<file path="src/design/ucfp_pkg.sv">
`default_nettype none
package ucfp_pkg;

  localparam int MAX_FRAME_LEN = 20;
  localparam int MIN_FRAME_LEN = 4;
  localparam int HEADER_LEN    = 4;
  localparam int TIMEOUT_RESET = 32;

  localparam int BYTE_W  = 8;
  localparam int POS_W   = 5;
  localparam int ADDR_W  = $clog2(MAX_FRAME_LEN);
  localparam int LEN_W   = $clog2(MAX_FRAME_LEN + 1);
  localparam int CFG_IDX_W = 2;

  localparam int QUEUE_DEPTH = 4;
  localparam int QPTR_W      = $clog2(QUEUE_DEPTH);
  localparam int QCNT_W      = $clog2(QUEUE_DEPTH + 1);

  localparam logic [CFG_IDX_W-1:0] CFG_FRAME_TYPE = 2'd0;
  localparam logic [CFG_IDX_W-1:0] CFG_TIMEOUT    = 2'd1;

  localparam logic ACTION_BYTE = 1'b0;
  localparam logic ACTION_TICK = 1'b1;

  localparam logic KIND_ECHO  = 1'b0;
  localparam logic KIND_FRAME = 1'b1;

  typedef enum logic [2:0] {
    P_IDLE,
    P_LENGTH,
    P_TYPE,
    P_OPTION,
    P_PAYLOAD
  } parse_state_t;

  typedef enum logic [1:0] {
    B_IDLE,
    B_READ,
    B_SEND
  } back_state_t;

  // Write port of the frame store, driven by the parser.
  typedef struct packed {
    logic              en;
    logic [ADDR_W-1:0] addr;
    logic [BYTE_W-1:0] data;
  } store_wr_t;

  // One job for the emitter: an echoed byte, or a frame of the given length.
  typedef struct packed {
    logic              is_frame;
    logic [BYTE_W-1:0] value;
  } job_t;

endpackage
`default_nettype wire

</file>
<file path="src/design/uart_command_frame_parser_top.sv">
// Accepts one input transfer per cycle while the job queue is not full and no frame
// is pending; a tick or a header byte gives no result. An echo passes through the
// job queue into the output register. A completed frame is queued as a job; each byte
// is read from the store and loaded into the output register; input is held off until
// the last frame byte is in the output register. Synchronous active-high reset clears the
// parser, queue and emitter at once; the frame store needs no clearing pass.
`default_nettype none
module uart_command_frame_parser_top
  import ucfp_pkg::*;
(
  input  wire logic                 clk,
  input  wire logic                 rst,
  input  wire logic                 s_tvalid,
  output logic                      s_tready,
  input  wire logic [7:0]           s_tdata,   // [7:0] rx_data
  input  wire logic                 s_tuser,   // [0] action
  output logic                      m_tvalid,
  input  wire logic                 m_tready,
  output logic [15:0]               m_tdata,   // [7:0] data, [12:8] position, [15:13] zero
  output logic                      m_tuser,   // [0] kind
  output logic                      m_tlast,
  input  wire logic                 cfg_valid,
  output logic                      cfg_ready,
  input  wire logic [CFG_IDX_W-1:0] cfg_index,
  input  wire logic [BYTE_W-1:0]    cfg_data
);

  logic              q_full, q_empty, q_push, q_pop, frame_done;
  job_t              q_job, q_head;
  store_wr_t         wr;
  logic [BYTE_W-1:0] out_data;
  logic [POS_W-1:0]  out_pos;

  assign cfg_ready = 1'b1;
  assign m_tdata   = {3'b000, out_pos, out_data};

  ucfp_front u_front (
    .clk        (clk),
    .rst        (rst),
    .in_valid   (s_tvalid),
    .in_ready   (s_tready),
    .in_action  (s_tuser),
    .in_byte    (s_tdata),
    .cfg_valid  (cfg_valid),
    .cfg_index  (cfg_index),
    .cfg_data   (cfg_data),
    .q_full     (q_full),
    .q_push     (q_push),
    .q_job      (q_job),
    .frame_done (frame_done),
    .wr         (wr)
  );

  ucfp_queue u_queue (
    .clk      (clk),
    .rst      (rst),
    .push     (q_push),
    .push_job (q_job),
    .full     (q_full),
    .pop      (q_pop),
    .empty    (q_empty),
    .head     (q_head)
  );

  ucfp_back u_back (
    .clk        (clk),
    .rst        (rst),
    .wr         (wr),
    .q_empty    (q_empty),
    .q_head     (q_head),
    .q_pop      (q_pop),
    .frame_done (frame_done),
    .out_valid  (m_tvalid),
    .out_ready  (m_tready),
    .out_kind   (m_tuser),
    .out_data   (out_data),
    .out_pos    (out_pos),
    .out_last   (m_tlast)
  );

endmodule
`default_nettype wire

</file>
<file path="src/design/ucfp_front.sv">
`default_nettype none
module ucfp_front
  import ucfp_pkg::*;
(
  input  wire logic                 clk,
  input  wire logic                 rst,
  input  wire logic                 in_valid,
  output logic                      in_ready,
  input  wire logic                 in_action,
  input  wire logic [BYTE_W-1:0]    in_byte,
  input  wire logic                 cfg_valid,
  input  wire logic [CFG_IDX_W-1:0] cfg_index,
  input  wire logic [BYTE_W-1:0]    cfg_data,
  input  wire logic                 q_full,
  output logic                      q_push,
  output job_t                      q_job,
  input  wire logic                 frame_done,
  output store_wr_t                 wr
);

  parse_state_t      state, state_next, cur_state;
  logic [BYTE_W-1:0] frame_type_code;
  logic [BYTE_W-1:0] timeout_ticks;
  logic [BYTE_W-1:0] countdown;
  logic [LEN_W-1:0]  frame_len, frame_len_next;
  logic [LEN_W-1:0]  remaining, remaining_next;
  logic              frame_pending;
  logic              accept, is_byte, is_len;
  logic [LEN_W-1:0]  rx_len;
  logic [LEN_W-1:0]  payload_len;
  logic [LEN_W-1:0]  pay_pos;
  logic              enq_frame;

  // A frame job owns the store until the emitter has read it all out.
  assign in_ready = !q_full && !frame_pending;
  assign accept   = in_valid && in_ready;
  assign is_byte  = accept && (in_action == ACTION_BYTE);
  assign is_len   = (in_byte >= BYTE_W'(MIN_FRAME_LEN)) && (in_byte <= BYTE_W'(MAX_FRAME_LEN));
  assign rx_len   = LEN_W'(in_byte);
  assign payload_len = frame_len - LEN_W'(HEADER_LEN);
  assign pay_pos     = frame_len - remaining;

  // An expired countdown sends the byte through the idle branch.
  assign cur_state = (countdown == '0) ? P_IDLE : state;

  always_comb begin
    state_next = state;
    if (is_byte) begin
      case (cur_state)
        P_IDLE:    state_next = is_len ? P_LENGTH : P_IDLE;
        P_LENGTH: begin
          if (in_byte == frame_type_code) begin
            state_next = P_TYPE;
          end else if (!is_len) begin
            state_next = P_IDLE;
          end else begin
            state_next = P_LENGTH;
          end
        end
        P_TYPE:    state_next = P_OPTION;
        P_OPTION:  state_next = (payload_len != '0) ? P_PAYLOAD : P_IDLE;
        P_PAYLOAD: state_next = (remaining == LEN_W'(1)) ? P_IDLE : P_PAYLOAD;
        default:   state_next = P_IDLE;
      endcase
    end
  end

  always_comb begin
    wr             = '0;
    q_push         = 1'b0;
    q_job          = '0;
    enq_frame      = 1'b0;
    frame_len_next = frame_len;
    remaining_next = remaining;
    if (is_byte) begin
      case (cur_state)
        P_IDLE: begin
          if (is_len) begin
            wr             = '{en: 1'b1, addr: ADDR_W'(0), data: in_byte};
            frame_len_next = rx_len;
          end else begin
            q_push = 1'b1;
            q_job  = '{is_frame: 1'b0, value: in_byte};
          end
        end
        P_LENGTH: begin
          if (in_byte == frame_type_code) begin
            wr = '{en: 1'b1, addr: ADDR_W'(1), data: in_byte};
          end
        end
        P_TYPE: wr = '{en: 1'b1, addr: ADDR_W'(2), data: in_byte};
        P_OPTION: begin
          wr             = '{en: 1'b1, addr: ADDR_W'(3), data: in_byte};
          remaining_next = payload_len;
          enq_frame      = (payload_len == '0);
        end
        P_PAYLOAD: begin
          wr             = '{en: 1'b1, addr: ADDR_W'(pay_pos), data: in_byte};
          remaining_next = remaining - LEN_W'(1);
          enq_frame      = (remaining == LEN_W'(1));
        end
        default: ;
      endcase
      if (enq_frame) begin
        q_push = 1'b1;
        q_job  = '{is_frame: 1'b1, value: BYTE_W'(frame_len)};
      end
    end
  end

  always_ff @(posedge clk) begin
    if (rst) begin
      state           <= P_IDLE;
      countdown       <= '0;
      remaining       <= '0;
      frame_len       <= '0;
      frame_pending   <= 1'b0;
      frame_type_code <= '0;
      timeout_ticks   <= BYTE_W'(TIMEOUT_RESET);
    end else begin
      state     <= state_next;
      remaining <= remaining_next;
      frame_len <= frame_len_next;
      if (is_byte) begin
        countdown <= timeout_ticks;
      end else if (accept && countdown != '0) begin
        countdown <= countdown - BYTE_W'(1);
      end
      if (enq_frame) begin
        frame_pending <= 1'b1;
      end else if (frame_done) begin
        frame_pending <= 1'b0;
      end
      if (cfg_valid) begin
        case (cfg_index)
          CFG_FRAME_TYPE: frame_type_code <= cfg_data;
          CFG_TIMEOUT:    timeout_ticks   <= cfg_data;
          default: ;
        endcase
      end
    end
  end

  // The store must not change under a frame that is still being emitted.
  a_no_write_while_pending: assert property (@(posedge clk) disable iff (rst)
    frame_pending |-> !wr.en)
    else $error("frame store written while a frame is pending");

  a_payload_pos_range: assert property (@(posedge clk) disable iff (rst)
    (state == P_PAYLOAD) |-> (remaining != '0) && (remaining <= frame_len))
    else $error("payload counter out of range");

endmodule
`default_nettype wire

</file>
<file path="src/design/ucfp_queue.sv">
`default_nettype none
module ucfp_queue
  import ucfp_pkg::*;
(
  input  wire logic clk,
  input  wire logic rst,
  input  wire logic push,
  input  wire job_t push_job,
  output logic      full,
  input  wire logic pop,
  output logic      empty,
  output job_t      head
);

  job_t              slots [QUEUE_DEPTH];
  logic [QPTR_W-1:0] wr_ptr, rd_ptr;
  logic [QCNT_W-1:0] count;

  assign full  = (count == QCNT_W'(QUEUE_DEPTH));
  assign empty = (count == '0);
  assign head  = slots[rd_ptr];

  always_ff @(posedge clk) begin
    if (push) begin
      slots[wr_ptr] <= push_job;
    end
  end

  always_ff @(posedge clk) begin
    if (rst) begin
      wr_ptr <= '0;
      rd_ptr <= '0;
      count  <= '0;
    end else begin
      if (push) begin
        wr_ptr <= wr_ptr + QPTR_W'(1);
      end
      if (pop) begin
        rd_ptr <= rd_ptr + QPTR_W'(1);
      end
      count <= count + QCNT_W'(push) - QCNT_W'(pop);
    end
  end

  a_no_overflow: assert property (@(posedge clk) disable iff (rst)
    full |-> !push)
    else $error("job queue overflow");

  a_no_underflow: assert property (@(posedge clk) disable iff (rst)
    empty |-> !pop)
    else $error("job queue underflow");

endmodule
`default_nettype wire

</file>
<file path="src/design/ucfp_back.sv">
`default_nettype none
module ucfp_back
  import ucfp_pkg::*;
(
  input  wire logic         clk,
  input  wire logic         rst,
  input  wire store_wr_t    wr,
  input  wire logic         q_empty,
  input  wire job_t         q_head,
  output logic              q_pop,
  output logic              frame_done,
  output logic              out_valid,
  input  wire logic         out_ready,
  output logic              out_kind,
  output logic [BYTE_W-1:0] out_data,
  output logic [POS_W-1:0]  out_pos,
  output logic              out_last
);

  back_state_t       state, state_next;
  logic [BYTE_W-1:0] store [MAX_FRAME_LEN];
  logic [BYTE_W-1:0] rd_data;
  logic [ADDR_W-1:0] idx;
  logic [LEN_W-1:0]  run_len;
  logic              slot_free;
  logic              load_echo, load_frame, start_frame, last_byte;

  assign slot_free = !out_valid || out_ready;
  assign last_byte = (LEN_W'(idx) + LEN_W'(1)) == run_len;

  always_comb begin
    state_next = state;
    case (state)
      B_IDLE: begin
        if (!q_empty && q_head.is_frame) begin
          state_next = B_READ;
        end
      end
      B_READ: state_next = B_SEND;
      B_SEND: begin
        if (slot_free) begin
          state_next = last_byte ? B_IDLE : B_READ;
        end
      end
      default: state_next = B_IDLE;
    endcase
  end

  always_comb begin
    load_echo   = 1'b0;
    load_frame  = 1'b0;
    start_frame = 1'b0;
    q_pop       = 1'b0;
    frame_done  = 1'b0;
    case (state)
      B_IDLE: begin
        if (!q_empty) begin
          if (q_head.is_frame) begin
            start_frame = 1'b1;
            q_pop       = 1'b1;
          end else if (slot_free) begin
            load_echo = 1'b1;
            q_pop     = 1'b1;
          end
        end
      end
      B_SEND: begin
        load_frame = slot_free;
        frame_done = slot_free && last_byte;
      end
      default: ;
    endcase
  end

  // Frame store: one write port from the parser, one registered read port.
  always_ff @(posedge clk) begin
    if (wr.en) begin
      store[wr.addr] <= wr.data;
    end
    rd_data <= store[idx];
  end

  always_ff @(posedge clk) begin
    if (rst) begin
      state     <= B_IDLE;
      out_valid <= 1'b0;
      idx       <= '0;
      run_len   <= '0;
    end else begin
      state <= state_next;
      if (start_frame) begin
        idx     <= '0;
        run_len <= LEN_W'(q_head.value);
      end else if (load_frame && !last_byte) begin
        idx <= idx + ADDR_W'(1);
      end
      if (load_echo || load_frame) begin
        out_valid <= 1'b1;
      end else if (out_ready) begin
        out_valid <= 1'b0;
      end
    end
  end

  always_ff @(posedge clk) begin
    if (load_echo) begin
      out_kind <= KIND_ECHO;
      out_data <= q_head.value;
      out_pos  <= '0;
      out_last <= 1'b1;
    end else if (load_frame) begin
      out_kind <= KIND_FRAME;
      out_data <= rd_data;
      out_pos  <= POS_W'(idx);
      out_last <= last_byte;
    end
  end

  a_idx_in_run: assert property (@(posedge clk) disable iff (rst)
    (state == B_SEND) |-> (LEN_W'(idx) < run_len))
    else $error("frame read index beyond frame length");

endmodule
`default_nettype wire
</file>
<file path="config.mk">
export PLATFORM = sky130hd
export DESIGN_NAME = uart_command_frame_parser_top
export DESIGN_NICKNAME = d
export VERILOG_FILES = /design/src/design/ucfp_pkg.sv /design/src/design/uart_command_frame_parser_top.sv /design/src/design/ucfp_front.sv /design/src/design/ucfp_queue.sv /design/src/design/ucfp_back.sv
export SDC_FILE = /design/constraint.sdc
export NUM_CORES = 1
export LEC_CHECK = 0
export ABC_AREA = 1
export BUFFER_PORTS_ARGS = -buffer_cell sky130_fd_sc_hd__buf_2
export CAP_MARGIN = 20
export CORE_ASPECT_RATIO = 1.75
export CORE_MARGIN = 10
export CORE_UTILIZATION = 30
export CTS_BUF_LIST = sky130_fd_sc_hd__clkbuf_16
export DETAILED_ROUTE_END_ITERATION = 7
export PLACE_DENSITY = 0.53
export SKIP_LAST_GASP = 1
export SYNTH_ARGS = -nofsm -noshare
export SYNTH_HDL_FRONTEND = slang
export SYNTH_HIERARCHICAL = 1
export SYNTH_SLANG_ARGS = --single-unit
</file>
<file path="constraint.sdc">
create_clock -name clk -period 4.6 [get_ports clk]
set_clock_uncertainty 0.15 [all_clocks]
set_input_delay 0.92 -clock clk [delete_from_list [all_inputs] [get_ports clk]]
set_output_delay 0.92 -clock clk [all_outputs]
set_load 0.1 [all_outputs]
</file>
# Word-level counts from Yosys, hierarchy flattened
# Memory sizes are Yosys's and may differ from the RTL's. A register that Yosys moved wholly into a read port is not among the register bits.
# Cells that the tools add are included.
# classes
bitwise_logic,1
n_eq_ne,13
addsub,9
magnitude_cmp,2
n_mux,52
n_reduce_logical,34
# ops
cell,count
14-bit case mux with 5 select lines,1
14-bit 2-to-1 mux,3
8-bit 2-to-1 mux,5
1-bit 2-to-1 mux,28
9-bit 2-to-1 mux,3
3-bit case mux with 5 select lines,1
3-bit 2-to-1 mux,4
5-bit case mux with 2 select lines,1
2-bit nonzero test,5
8-bit equality test,1
"8-bit by 3-bit >= comparator with 1-bit output, second input constant",1
"8-bit by 5-bit <= comparator with 1-bit output, second input constant",1
1-bit logical AND,8
8-bit logical NOT,1
2-bit 2-to-1 mux,4
2-bit AND reduction,4
8-bit nonzero test,1
"8-bit by 1-bit subtractor with 8-bit output, second input constant",1
"3-bit by 2-bit equality test with 1-bit output, second input constant",2
"3-bit equality test, second input constant",2
3-bit logical NOT,2
2-bit case mux with 3 select lines,1
"5-bit by 1-bit adder with 5-bit output, second input constant",1
"5-bit by 1-bit equality test with 1-bit output, second input constant",1
20 further kinds,29
# totals
inputBits,24
output_inout_bits,21
mem_count,2
wordCells,131
ram_bits,196
reg_bits,73
# mem_list
memory,depth,width,read_ports,rd_ports_with_merged_regs,wr,line_no,text
u_back.store,20,8,1,1,1,ucfp_back.sv:21,logic [BYTE_W-1:0] store [MAX_FRAME_LEN];
u_queue.slots,4,9,1,1,1,ucfp_queue.sv:15,job_t slots [QUEUE_DEPTH];

# Logic depth before layout (Yosys ltp)
# Gate-level depths: netlist of run 1.
# depth
depth_word,10
depth_mapped,18
mapped_depth_nobuf,18

# Hierarchy
# The synthesis of run 1 kept the hierarchy.
# modules_own_cells
module,cells_each,area_per_inst_um2,n_inst,seq_area_each_um2
ucfp_back,649,7815.0,1,5605.4
ucfp_front,368,2610.0,1,760.7
ucfp_queue,162,1896.8,1,1261.2
uart_command_frame_parser_top,6,37.5,1,0.0

# Worst setup path after synthesis of run 1
# No wires, ideal clock.
# synth_timing
kind,reg2reg
start,register u_queue.count[2]
end,"memory u_back.store[12][0], enable pin"
arrival_ns,2.792
path_buffers,1
setup_slack_ns,1.288
required_time_ns,4.080
stages_incl_launch_ff,11
setup_ns,0.370
synth_period_minus_slack_ns,3.312
cell_sequence,dfxtp_1 > inv_1 > nor3_1 > nor2_2 > nand2_2 > nor2_4 > buf_6 > o21ai_0 > a211oi_1 > nand3_1 > nor2_1
# synth_lines
element,line_no,text
from (decl),ucfp_queue.sv:17,logic [QCNT_W-1:0] count;
from (signal assigned),ucfp_queue.sv:41,count <= count + QCNT_W'(push) - QCNT_W'(pop);
to (decl),ucfp_back.sv:21,

==> qor.tcl, run 1 <==
set qor(yosysSeqAreaShare_pct) 61.7
set qor(cts_num_sinks) 279
set qor(max_clock_freq_mhz) 305
set qor(setup.worst_path.class) {register to register}
set qor(num_vias) 8361
set qor(antenna_violating_nets_post_route) 0
set qor(postCtsHoldBufs) 0
set qor(drc) 0
set qor(most_common_cell_after_layout_fill_and_taps_aside) {sky130_fd_sc_hd__edfxtp_1}
set qor(vdd.ir_drop.worst_mv) 0.281
set qor(final-hold-violation-count) 0
set qor(synth_edf_count) 204
set qor(tns_ps) 0
set qor(design.portCount) 45
set qor(dieArea_mm2) 0.0500
set qor(drive_above_1_share_pct) 14.4
set qor(die_h_um) 289
set qor(avgViaCountPerCell) 4.69
set qor(starting_density_of_the_core_pct) 30.3
set qor(area_growth_syn_to_layout_pct) 12.3
set qor(dpl.cell_count) 1738
set qor(max-cap-violations) 0
set qor(result_of_the_run) {completed}
set qor(gp_congestion) 0.866
set qor(r2r_slack_ps) 1320
set qor(cell_rows) 98
set qor(drv_slew) 0
set qor(maximum_number_of_pins_on_one_net_before_global_route_repair) 67
set qor(holdCritPathClass) {register to register}
set qor(layout.cells.non_filler) 1782
set qor(grt_first_pass_wirelength_um) 48100
set qor(clk_pin_slew_worst_paths_ps) 70
set qor(unrepaired_setup_endpoints_after_global_routing) {false}
set qor(timing.critical_path.required_ps) 4610
set qor(max-slew-margin-rel_pct) 28.4
set qor(syn_area_per_cell_um2) 10.4
set qor(preCtsSetupSlack_ps) 999
set qor(design_power_total_mw) 6.98
set qor(worst-endpoint-arrival_ps) 3290
set qor(netlist_instances) 1185
set qor(power.static_leakage_nw) 4.91
set qor(post-cts-setup-buffers) 0
set qor(postCtsResizedCells) 0
set qor(place.detailed.hpwl_um) 22800
set qor(crit_path_max_fanout) 8
set qor(post-route-worst-setup-slack_ps) 1320
set qor(min_period_over_period_pct) 71.4
set qor(multi_input_comb_area_mm2) 0.00401
set qor(power_per_cell_area_mw_per_mm2) 503
set qor(diodes) 0
set qor(wl_per_cell_um) 17.7
set qor(drt-initial-drc-count) 470
set qor(synth.lib_cells_used.distinct) 48
set qor(grt_use_total_pct) 12.4
set qor(cts-htree-levels) 1
set qor(fill_cells) 4078
set qor(share_of_flip_flops_with_an_asynchronous_set_or_reset_pct) 0
set qor(ys_ff_latch) 279
set qor(tritoncts) {yes}
set qor(grt_remaining_overflow) 0
set qor(layout_min_cycle_time_ps) 3280
set qor(final-seq-area_mm2) 0.00763
set qor(layout.cells.most_common_list) {sky130_fd_sc_hd__edfxtp_1, sky130_fd_sc_hd__nor2_1, sky130_fd_sc_hd__nand2_1}
set qor(number_of_iterations_in_the_first_detailed_routing_pass) 5
set qor(yosys_warnings) 6
set qor(worst-slew-pin-transition_ps) 1070
set qor(worst_skew_pair.late_latency_ps) 530
set qor(critical_path_source_type) {register}
set qor(setup.worst_path.end_class) {register}
set qor(antenna_found_initial) 0
set qor(drt-total-wl_um) 31600
set qor(synthesis.area_mm2) 0.0124
set qor(cts_root_buf) {sky130_fd_sc_hd__clkbuf_16}
set qor(core_area_mm2) 0.0408
set qor(numPortBuffers) 40
set qor(floorplan.die.width_um) 173
set qor(finalSetupViolations) 0
set qor(grt_pass1_vias) 8580
set qor(synth_ff_type) {sky130_fd_sc_hd__edfxtp_1}
set qor(cts_inserted_buffers) 24
set qor(cts_buffer_depth) 3
set qor(final_nets) 1256
set qor(timing.hold.ws_ps) 303
state kept, by name (all words and copies together), names as in the netlist, named ones only:
register,flops
u_back/out_last,1
u_back/out_valid,1
u_back/run_len,5
u_front/frame_len,5
u_back/state,2
u_back/out_kind,1
u_back/out_data,8
u_back/out_pos,5
u_front/remaining,5
u_queue/count,3
u_front/timeout_ticks,8
u_queue/wr_ptr,2
u_queue/slots,36
u_back/idx,5
u_back/rd_data,8
u_front/frame_pending,1
u_front/countdown,8
u_front/state,3
u_queue/rd_ptr,2
u_front/frame_type_code,8
u_back/store,160
stage by stage:
| step | util, % | instance area [um2] |
|---|---|---|
| after floorplan | - | 12400 |
| after global placement | 31.9 | 13000 |
| after detailed placement | 31.9 | 13000 |
| after CTS | 34.0 | 13900 |
| after global routing | 34.0 | 13900 |
| final | 34.0 | 13900 |
where the power goes:
part           switching [mW]  total (mW)  internal [mW]
Clock                   0.892        2.16           1.27
Sequential              0.132        3.03           2.90
Combinational            1.36        1.78          0.419
cell type report:
type | count | area share [%]
inverter | 109 | 2.96
timing repair buffer | 54 | 2.20
clock inverter | 19 | 1.57
sequential | 279 | 54.9
tap | 550 | 4.96
clock buffer | 25 | 4.51
multi-input combinational | 746 | 28.9
Yosys cell counts (3+ instances only):
cell / instances / area share [%]
sky130_fd_sc_hd__nand3_1: 55 / 2.2
sky130_fd_sc_hd__o211ai_1: 9 / 0.55
sky130_fd_sc_hd__nor3_1: 5 / 0.20
sky130_fd_sc_hd__o21ai_1: 17 / 0.69
sky130_fd_sc_hd__inv_2: 15 / 0.46
sky130_fd_sc_hd__o22ai_1: 8 / 0.40
sky130_fd_sc_hd__buf_6: 7 / 0.64
sky130_fd_sc_hd__nor2_4: 6 / 0.55
sky130_fd_sc_hd__a31oi_1: 3 / 0.15
sky130_fd_sc_hd__o221ai_1: 32 / 2.3
sky130_fd_sc_hd__xor2_1: 5 / 0.35
sky130_fd_sc_hd__clkbuf_1: 17 / 0.52
sky130_fd_sc_hd__dfxtp_1: 75 / 12
sky130_fd_sc_hd__nand2_2: 14 / 0.71
sky130_fd_sc_hd__edfxtp_1: 204 / 50
sky130_fd_sc_hd__a21oi_1: 38 / 1.5
sky130_fd_sc_hd__xnor2_1: 10 / 0.71
sky130_fd_sc_hd__buf_4: 7 / 0.43
sky130_fd_sc_hd__buf_2: 20 / 0.81
sky130_fd_sc_hd__a211oi_1: 8 / 0.49
sky130_fd_sc_hd__nand2_1: 164 / 5.0
sky130_fd_sc_hd__nand2_4: 8 / 0.73
sky130_fd_sc_hd__nor2_1: 178 / 5.4
sky130_fd_sc_hd__nor2_2: 13 / 0.66
sky130_fd_sc_hd__inv_1: 90 / 2.7
sky130_fd_sc_hd__ha_1: 16 / 1.6
sky130_fd_sc_hd__a21oi_2: 3 / 0.21
sky130_fd_sc_hd__o21ai_0: 114 / 4.6
sky130_fd_sc_hd__nand4_1: 5 / 0.25
sky130_fd_sc_hd__clkinv_1: 3 / 0.091
sky130_fd_sc_hd__nand3_2: 4 / 0.32
sky130_fd_sc_hd__o21ai_2: 10 / 0.71
cells by family after synthesis:
| logic type | Yosys count | share of synthesized area, % |
|---|---|---|
| AND/OR/NAND/NOR | 463 | 17.2 |
| flip-flops | 279 | 61.7 |
| AO/OA/AOI/OAI | 246 | 12.1 |
| buffers and inverters | 162 | 5.96 |
| adder cells (fa/ha/maj) | 18 | 1.94 |
| XOR/XNOR | 15 | 1.06 |
| other | 2 | 0.0608 |
path summary, 6_finish.rpt:
path	start	endpoint	cells past startpoint
max	u_front/countdown[0]	u_back/store[7][0]	13
min	u_front/timeout_ticks[6]	u_front/timeout_ticks[6]	2
min reg2reg	u_front/timeout_ticks[6]	u_front/timeout_ticks[6]	2
max reg2reg	u_front/countdown[0]	u_back/store[7][0]	13
critical path: stages, from the launching register on:
cell,delay [ps]
sky130_fd_sc_hd__dfxtp_1,330
sky130_fd_sc_hd__inv_1,70
sky130_fd_sc_hd__ha_1,220
sky130_fd_sc_hd__nand2_1,130
sky130_fd_sc_hd__nor2_2,60
sky130_fd_sc_hd__nand2_4,120
sky130_fd_sc_hd__nand3_1,80
sky130_fd_sc_hd__nor2_1,200
sky130_fd_sc_hd__nand3_2,170
sky130_fd_sc_hd__o21ai_2,90
sky130_fd_sc_hd__nor2_1,50
sky130_fd_sc_hd__nor2_1,170
sky130_fd_sc_hd__nand3_1,370
sky130_fd_sc_hd__nor2_1,700
metal layers:
metal	vias to the layer above	part of all wire, %	global-route usage (%)
met5	-	0	0
met4	0	5.2	7.18
met3	79	3.0	1.36
met2	173	57	25.0
met1	3970	35	11.6
li1	4139	-	-
Note: power is estimated with default switching activity, not from simulation.
==> run 2: changes to the inputs <==
--- a/config.mk
+++ b/config.mk
@@ -13,7 +13,7 @@
 export CORE_UTILIZATION = 30
 export CTS_BUF_LIST = sky130_fd_sc_hd__clkbuf_16
 export DETAILED_ROUTE_END_ITERATION = 7
-export PLACE_DENSITY = 0.53
+export PLACE_DENSITY = 0.54
 export SKIP_LAST_GASP = 1
 export SYNTH_ARGS = -nofsm -noshare
 export SYNTH_HDL_FRONTEND = slang
==> constraint.sdc (replaced) <==
create_clock -name clk -period 2.7 [get_ports clk]
set_clock_uncertainty 0.15 [all_clocks]
set_input_delay 0.54 -clock clk [delete_from_list [all_inputs] [get_ports clk]]
set_output_delay 0.54 -clock clk [all_outputs]
set_load 0.1 [all_outputs]
==> run 2 against run 1 <==
  * Combinational power is 88% higher
  * Setup slack worse by 1200 ps
  * Final cell count grew 3.4%
  * Via count increased by 2.6%
  * Final area rose by 6.3%
  * Highest routed layer unchanged
  * Worst hold slack lost 190 ps
  * Register-to-register slack got worse by 1200 ps
==> qor.tcl, run 2 (same netlist as run 1, synthesis figures left out) <==
set qor(result_of_the_run) {completed}
set qor(max-slew-margin-rel_pct) 56.3 ;# +28 points
set qor(tritoncts) {yes}
set qor(r2r_slack_ps) 140 ;# -1170 ps
set qor(sequential_group_share_of_total_power_pct) 42.9 ;# -0.6 points
set qor(worstHoldEndpoint) {u_front/frame_type_code[7]}
set qor(unrepaired_setup_endpoints_after_global_routing) {true}
set qor(flip_flop_count_of_the_largest_register_all_copies_and_words_added) 160 ;# unchanged
set qor(worst-slew-pin-transition_ps) 655 ;# -418 ps
set qor(drive_above_1_share_pct) 22.6 ;# +8.1 points
set qor(power_per_cell_area_mw_per_mm2) 809 ;# +61%
set qor(cts_root_buf) {sky130_fd_sc_hd__clkbuf_16}
set qor(clk_pin_slew_worst_paths_ps) 70 ;# about the same
set qor(core_area_mm2) 0.0408 ;# unchanged
set qor(numPortBuffers) 40 ;# unchanged
set qor(final_nets) 1316 ;# +4.8%
set qor(max_clock_freq_mhz) 391 ;# +28%
set qor(holdCritPathClass) {input port to register}
set qor(critical_path.reg2reg.endpoint) {u_back/store[8][0]}
set qor(setup.worst_path.class) {register to register}
set qor(max-cap-violations) 0 ;# unchanged
set qor(cts_buffer_depth) 3 ;# unchanged
set qor(layout_min_cycle_time_ps) 2560 ;# -726 ps
set qor(place.detailed.hpwl_um) 23000 ;# +1.2%
set qor(design.portCount) 45 ;# unchanged
set qor(grt_use_total_pct) 12.4 ;# +0.079 points
set qor(design_power_total_mw) 11.9 ;# +71%
set qor(max_flop_register) {u_back/store}
set qor(vdd.ir_drop.worst_mv) 0.814 ;# +190%
set qor(most_common_cell_after_layout_fill_and_taps_aside) {sky130_fd_sc_hd__edfxtp_1}
set qor(switching_share_of_power_pct) 35.8 ;# +1.6 points
set qor(min_path_cells) 3 ;# +1
set qor(dieArea_mm2) 0.0500 ;# unchanged
set qor(power.static_leakage_nw) 5.22 ;# +6.2%
set qor(maximum_number_of_pins_on_one_net_before_global_route_repair) 84 ;# +25%
set qor(final-hold-violation-count) 0 ;# unchanged
set qor(diodes) 0 ;# unchanged
set qor(grt_remaining_overflow) 0 ;# unchanged
set qor(cts_inserted_buffers) 25 ;# +4.2%
set qor(drt-initial-drc-count) 444 ;# -5.5%
set qor(starting_density_of_the_core_pct) 30.3 ;# unchanged
set qor(setup.worst_path.end_class) {register}
set qor(gp_congestion) 0.825 ;# -4.7%
set qor(num_vias) 8581 ;# +2.6%
set qor(critical_path.cell_chain) {inv_2, ha_4, nand2_2, nor2_4, nand2_4, o21ai_2, nand2_4, buf_12, inv_4, nand2_1, a21oi_4, inv_1, nand3_4, buf_6, nor2_4}
set qor(timing.critical_path.required_ps) 2760 ;# -1850 ps
set qor(power_switching_mw) 4.27 ;# +79%
set qor(hp-start) {cfg_data[7]}
set qor(master_of_the_slowest_instance_on_the_critical_path) {sky130_fd_sc_hd__dfxtp_2}
set qor(drv_slew) 0 ;# unchanged
set qor(share_clk_of_total_power_pct) 29.1 ;# -1.9 points
set qor(antenna_found_initial) 0 ;# unchanged
set qor(cts-htree-levels) 1 ;# unchanged
set qor(largest_registers) {u_back/store (160), u_queue/slots (36)}
set qor(worst-endpoint-arrival_ps) 2620 ;# -670 ps
set qor(avgViaCountPerCell) 4.66 ;# -0.77%
set qor(reg2reg_depth) 15 ;# +2
set qor(number_of_iterations_in_the_first_detailed_routing_pass) 4 ;# -1
set qor(worst_skew_pair.late_latency_ps) 540 ;# about the same
set qor(antenna_violating_nets_post_route) 0 ;# unchanged
set qor(layout.cells.most_common_list) {sky130_fd_sc_hd__edfxtp_1, sky130_fd_sc_hd__nand2_1, sky130_fd_sc_hd__nor2_1}
set qor(crit_path_max_fanout) 8 ;# unchanged
set qor(cts_num_sinks) 279 ;# unchanged
set qor(min_period_over_period_pct) 94.7 ;# +23 points
set qor(drc) 0 ;# unchanged
set qor(critical_path_source_type) {register}
set qor(area_growth_syn_to_layout_pct) 19.4
set qor(cell_rows) 98 ;# unchanged
set qor(grt_first_pass_wirelength_um) 49200 ;# +2.2%
set qor(r2r-start) {u_front/countdown[0]}
set qor(crit_path_max_incr_delay_ps) 340 ;# -360 ps
set qor(die_h_um) 289 ;# unchanged
set qor(floorplan.die.width_um) 173 ;# unchanged
set qor(grt_pass1_vias) 8922 ;# +4.0%
set qor(drt-total-wl_um) 31700 ;# +0.28%
set qor(p_int_mw) 7.67 ;# +67%
set qor(final_core_util_pct) 36.1 ;# +2.1 points
set qor(wl_per_cell_um) 17.2 ;# -3.0%
set qor(power.share.combinational_pct) 28.0 ;# +2.4 points
set qor(finalSetupViolations) 0 ;# unchanged
[run 2: cell count changes in the layout (fill, tap and decap cells not counted), sizes merged]
| cell | delta |
|---|---|
| clkinv | +2 |
| clkinvlp | +4 |
| bufinv | -4 |
| buf | +59 |
[run 2: power groups by stage]
stage	Sequential, mW	Clock, mW	Combinational [mW]
floorplan	5.91	0	1.81
global placement	5.21	0	3.27
detailed placement	5.22	0	3.31
CTS	5.13	3.57	3.33
global route	5.16	3.73	3.65
finish	5.13	3.47	3.34
[run 2: cell type report]
cell class	count	area [um2]
inverters	109	417
clock buffers	25	626
repair buffers	113	877
multi-input cells	746	4340
clock inverters	21	173
flip-flops and latches	279	7630
fillers	4042	26100
well taps	550	688
[run 2: metrics by stage]
step	instance area, um2	TNS (ps)	worst slack [ps]	hold slack [ps]	std cells
after floorplan	12600	-214	-17.8	279	1187
after global placement	13800	-17590	-158	296	1793
after detailed placement	13800	-17430	-154	301	1793
after CTS	14700	0	12.1	81.9	1841
after global routing	14800	-675	-29.2	103	1843
final	14800	0	142	110	1843
[run 2: worst max path at each step]
stage,start,end,slack (ps),depth (start not counted)
3_5_place_dp,u_front/countdown[0],u_back/store[8][2],-150,15
2_1_floorplan,u_queue/count[2],u_back/store[15][0],-20,10
6_report,u_front/countdown[0],u_back/store[8][0],140,15
5_1_grt,u_front/frame_len[0],u_back/store[15][6],-30,11
4_1_cts,u_front/countdown[0],u_queue/count[2],10,18
3_3_place_gp,s_tdata[2],u_back/store[4][7],-160,14
[run 2: repair_timing]
item,CTS,global route
resized for setup,15,13
buffers inserted,2,4
setup endpoints to repair,222,180
hold buffers,0,0
endpoints found under the hold margin,0,0
pin swaps,10,16
[run 2: layer usage]
layer	wire length, um	GRT usage [%]
met5	0	0
met3	840	1.29
met1	11400	12.2
met2	18100	25.0
met4	1360	6.27
[run 2: critical path, delay by kind of cell, from the launching register on]
family / cells / cell delay, ps
simple gates: 7 / 860
compound gates: 2 / 180
buf+inv: 5 / 550
flops: 1 / 340
fa+ha+maj: 1 / 160
==> run 3: changes to the inputs <==
--- a/config.mk
+++ b/config.mk
@@ -10,10 +10,11 @@
 export CAP_MARGIN = 20
 export CORE_ASPECT_RATIO = 1.75
 export CORE_MARGIN = 10
-export CORE_UTILIZATION = 30
+export CORE_UTILIZATION = 56
 export CTS_BUF_LIST = sky130_fd_sc_hd__clkbuf_16
 export DETAILED_ROUTE_END_ITERATION = 7
-export PLACE_DENSITY = 0.54
+export PLACE_DENSITY = 0.84
+export REMOVE_ABC_BUFFERS = 1
 export SKIP_LAST_GASP = 1
 export SYNTH_ARGS = -nofsm -noshare
 export SYNTH_HDL_FRONTEND = slang
==> run 3 against run 2 <==
  * The run now ends with setup timing left
  * Power increased by 0.93%
  * Setup slack got worse by 200 ps
  * Final cell count decreased by 14%
  * Flip-flop and latch count unchanged
  * Maximum frequency decreased by 7.1%
  * Critical path depth decreased by 3
  * First-iteration DRC count increased by 120%
  * Register-to-register slack got worse by 200 ps
  * Via count increased by 9.5%
  * Clock power increased by 2%
  * Non-clock buffer count unchanged
  * Largest cell class unchanged
==> qor.tcl, run 3 (same netlist as run 1, synthesis figures left out) <==
set qor(starting_density_of_the_core_pct) 57.3 ;# +27 points
set qor(max-cap-violations) 0 ;# unchanged
set qor(cts_inserted_buffers) 24 ;# -4.0%
set qor(maximum_number_of_pins_on_one_net_before_global_route_repair) 82 ;# -2.4%
set qor(area_growth_syn_to_layout_pct) 15.8
set qor(cpLargestDelayFamily) {buffers and inverters}
set qor(unrepaired_setup_endpoints_after_global_routing) {true}
set qor(layout_min_cycle_time_ps) 2750 ;# +196 ps
set qor(cts-htree-levels) 1 ;# unchanged
set qor(fill_cells) 1460 ;# -64%
set qor(power.static_leakage_nw) 5.19 ;# -0.50%
set qor(max-slew-margin-rel_pct) 32.3 ;# -24 points
set qor(cts_num_sinks) 279 ;# unchanged
set qor(post-route-worst-setup-slack_ps) -53.9 ;# -196 ps
set qor(layout.cells.non_filler) 1583 ;# -14%
set qor(cts_buffer_depth) 3 ;# unchanged
set qor(layout.cells.most_common_list) {sky130_fd_sc_hd__edfxtp_1, sky130_fd_sc_hd__nor2_1, sky130_fd_sc_hd__nand2_1}
set qor(gp_congestion) 0.905 ;# +9.7%
set qor(postCtsHoldBufs) 0 ;# unchanged
set qor(critical_path.n_buffers_inverters) 4 ;# -1
set qor(grt_pass1_vias) 9093 ;# +1.9%
set qor(drt-total-wl_um) 31600 ;# -0.20%
set qor(avgViaCountPerCell) 5.93 ;# +27%
set qor(wl_per_cell_um) 20.0 ;# +16%
set qor(numPortBuffers) 40 ;# unchanged
set qor(result_of_the_run) {finished, violations left}
set qor(reg2reg_depth) 12 ;# -3
set qor(cell_rows) 71 ;# -28%
set qor(cts_root_buf) {sky130_fd_sc_hd__clkbuf_16}
set qor(timing.hold.ws_ps) 109 ;# -1.45 ps
set qor(failing_checks) {setup timing}
set qor(most_common_cell_after_layout_fill_and_taps_aside) {sky130_fd_sc_hd__edfxtp_1}
set qor(critical_path.cell_chain) {inv_1, ha_1, inv_1, fa_1, nand3_1, nand2_1, o21ai_1, a211oi_2, inv_2, nand3_1, nor2_1, buf_4}
set qor(drive_above_1_share_pct) 21.3 ;# -1.3 points
set qor(die_h_um) 217 ;# -25%
set qor(drt-initial-drc-count) 994 ;# +120%
set qor(place.detailed.hpwl_um) 20300 ;# -12%
set qor(crit_path_max_incr_delay_ps) 410 ;# +70 ps
set qor(antenna_found_initial) 0 ;# unchanged
set qor(critical_path_source_type) {register}
set qor(flip_flop_count_of_the_largest_register_all_copies_and_words_added) 160 ;# unchanged
set qor(grt_use_total_pct) 20.5 ;# +8.1 points
set qor(clk_pin_slew_worst_paths_ps) 70 ;# about the same
set qor(crit_path_max_fanout) 8 ;# unchanged
set qor(final-hold-violation-count) 0 ;# unchanged
set qor(design.portCount) 45 ;# unchanged
set qor(antenna_violating_nets_post_route) 0 ;# unchanged
set qor(diodes) 0 ;# unchanged
set qor(grt_first_pass_wirelength_um) 47200 ;# -4.0%
set qor(floorplan.die.width_um) 132 ;# -24%
set qor(num_vias) 9392 ;# +9.5%
set qor(path_length_in_cells_of_the_critical_path) 12 ;# -3
set qor(worst_skew_pair.late_latency_ps) 520 ;# -20 ps
set qor(core_area_mm2) 0.0216 ;# -47%
set qor(grt_remaining_overflow) 0 ;# unchanged
set qor(power_per_cell_area_mw_per_mm2) 842 ;# +4.1%
set qor(number_of_iterations_in_the_first_detailed_routing_pass) 8 ;# +4
set qor(largest_registers) {u_back/store (160), u_queue/slots (36)}
set qor(max_clock_freq_mhz) 363 ;# -7.1%
set qor(holdCritPathClass) {input port to register}
set qor(final_instance_area_mm2) 0.0143 ;# -3.0%
set qor(dpl.cell_count) 1531 ;# -15%
set qor(timing.critical_path.required_ps) 2780 ;# +20 ps
set qor(finalSetupViolations) 37 ;# +37
set qor(vdd.ir_drop.worst_mv) 0.637 ;# -22%
set qor(drv_slew) 0 ;# unchanged
set qor(max_flop_register) {u_back/store}
set qor(worst-endpoint-arrival_ps) 2830 ;# +210 ps
set qor(setup.worst_path.class) {register to register}
set qor(master_of_the_slowest_instance_on_the_critical_path) {sky130_fd_sc_hd__fa_1}
set qor(tritoncts) {yes}
set qor(drc) 0 ;# unchanged
set qor(place_area_mm2) 0.0131 ;# -4.8%
set qor(preCtsSetupSlack_ps) -117 ;# +36.7 ps
set qor(min_path_cells) 3 ;# unchanged
set qor(setup.worst_path.end_class) {register}
set qor(worst-slew-pin-transition_ps) 1010 ;# +358 ps
set qor(dieArea_mm2) 0.0286 ;# -43%
set qor(min_period_over_period_pct) 102 ;# +7.3 points
set qor(final_nets) 1315 ;# -0.076%
[run 3: cell count changes in the layout (fill, tap and decap cells not counted), sizes merged]
cell and change:
inv -2, clkinvlp +2, bufinv +2, clkinv -4
[run 3: worst paths after layout]
path / from / to / slack (ps)
max: u_front/frame_len[0] / u_back/store[15][3] / -50
min: cfg_data[5] / u_front/timeout_ticks[5] / 110
max reg2reg: u_front/frame_len[0] / u_back/store[15][3] / -50
min reg2reg: u_front/timeout_ticks[6] / u_front/timeout_ticks[6] / 310
[run 3: cell type report]
type                            instances  area (um2)  area share (%)
Timing Repair Buffer                  113         823            5.75
Inverter                              109         417            2.91
Sequential cell                       279        7630            53.3
Clock buffer                           25         626            4.37
Tap cell                              292         365            2.55
Clock inverter                         19         203            1.42
Multi-Input combinational cell        746        4250            29.7
[run 3: layer usage]
| layer | track usage, % | routed length (um) |
|---|---|---|
| met5 | 0 | 0 |
| met4 | 12.4 | 2010 |
| met3 | 2.55 | 2050 |
| met2 | 39.9 | 17300 |
| met1 | 19.9 | 10300 |
[run 3: timing repair]
action,CTS,global route
pin swaps,0,10
gates resized for setup,15,56
endpoints found under the setup margin,300,349
buffers inserted,0,8
[run 3: per-stage QoR]
step                      utilization [%]  power [mW]  setup TNS [ps]
after floorplan                         -        7.55         -187160
after global placement               60.8        8.27           -3100
after detailed placement             60.8        8.39          -12940
after CTS                            65.0        11.9           -4680
after global routing                 66.3        12.5           -8340
final                                66.3        12.1            -913
[run 3: worst register-to-register path: stages (launching register included)]
cell,delay (ps)
sky130_fd_sc_hd__dfxtp_1,310
sky130_fd_sc_hd__inv_1,140
sky130_fd_sc_hd__ha_1,160
sky130_fd_sc_hd__inv_1,60
sky130_fd_sc_hd__fa_1,410
sky130_fd_sc_hd__nand3_1,100
sky130_fd_sc_hd__nand2_1,100
sky130_fd_sc_hd__o21ai_1,220
sky130_fd_sc_hd__a211oi_2,100
sky130_fd_sc_hd__inv_2,170
sky130_fd_sc_hd__nand3_1,160
sky130_fd_sc_hd__nor2_1,190
sky130_fd_sc_hd__buf_4,210
[run 3: power by group]
part / switching, mW / total, mW / internal [mW] / leakage, nW
combinational: 2.51 / 3.36 / 0.852 / 2.53
sequential: 0.199 / 5.14 / 4.95 / 2.28
clock: 1.55 / 3.55 / 2.00 / 0.385
total: 4.25 / 12.1 / 7.80 / 5.19
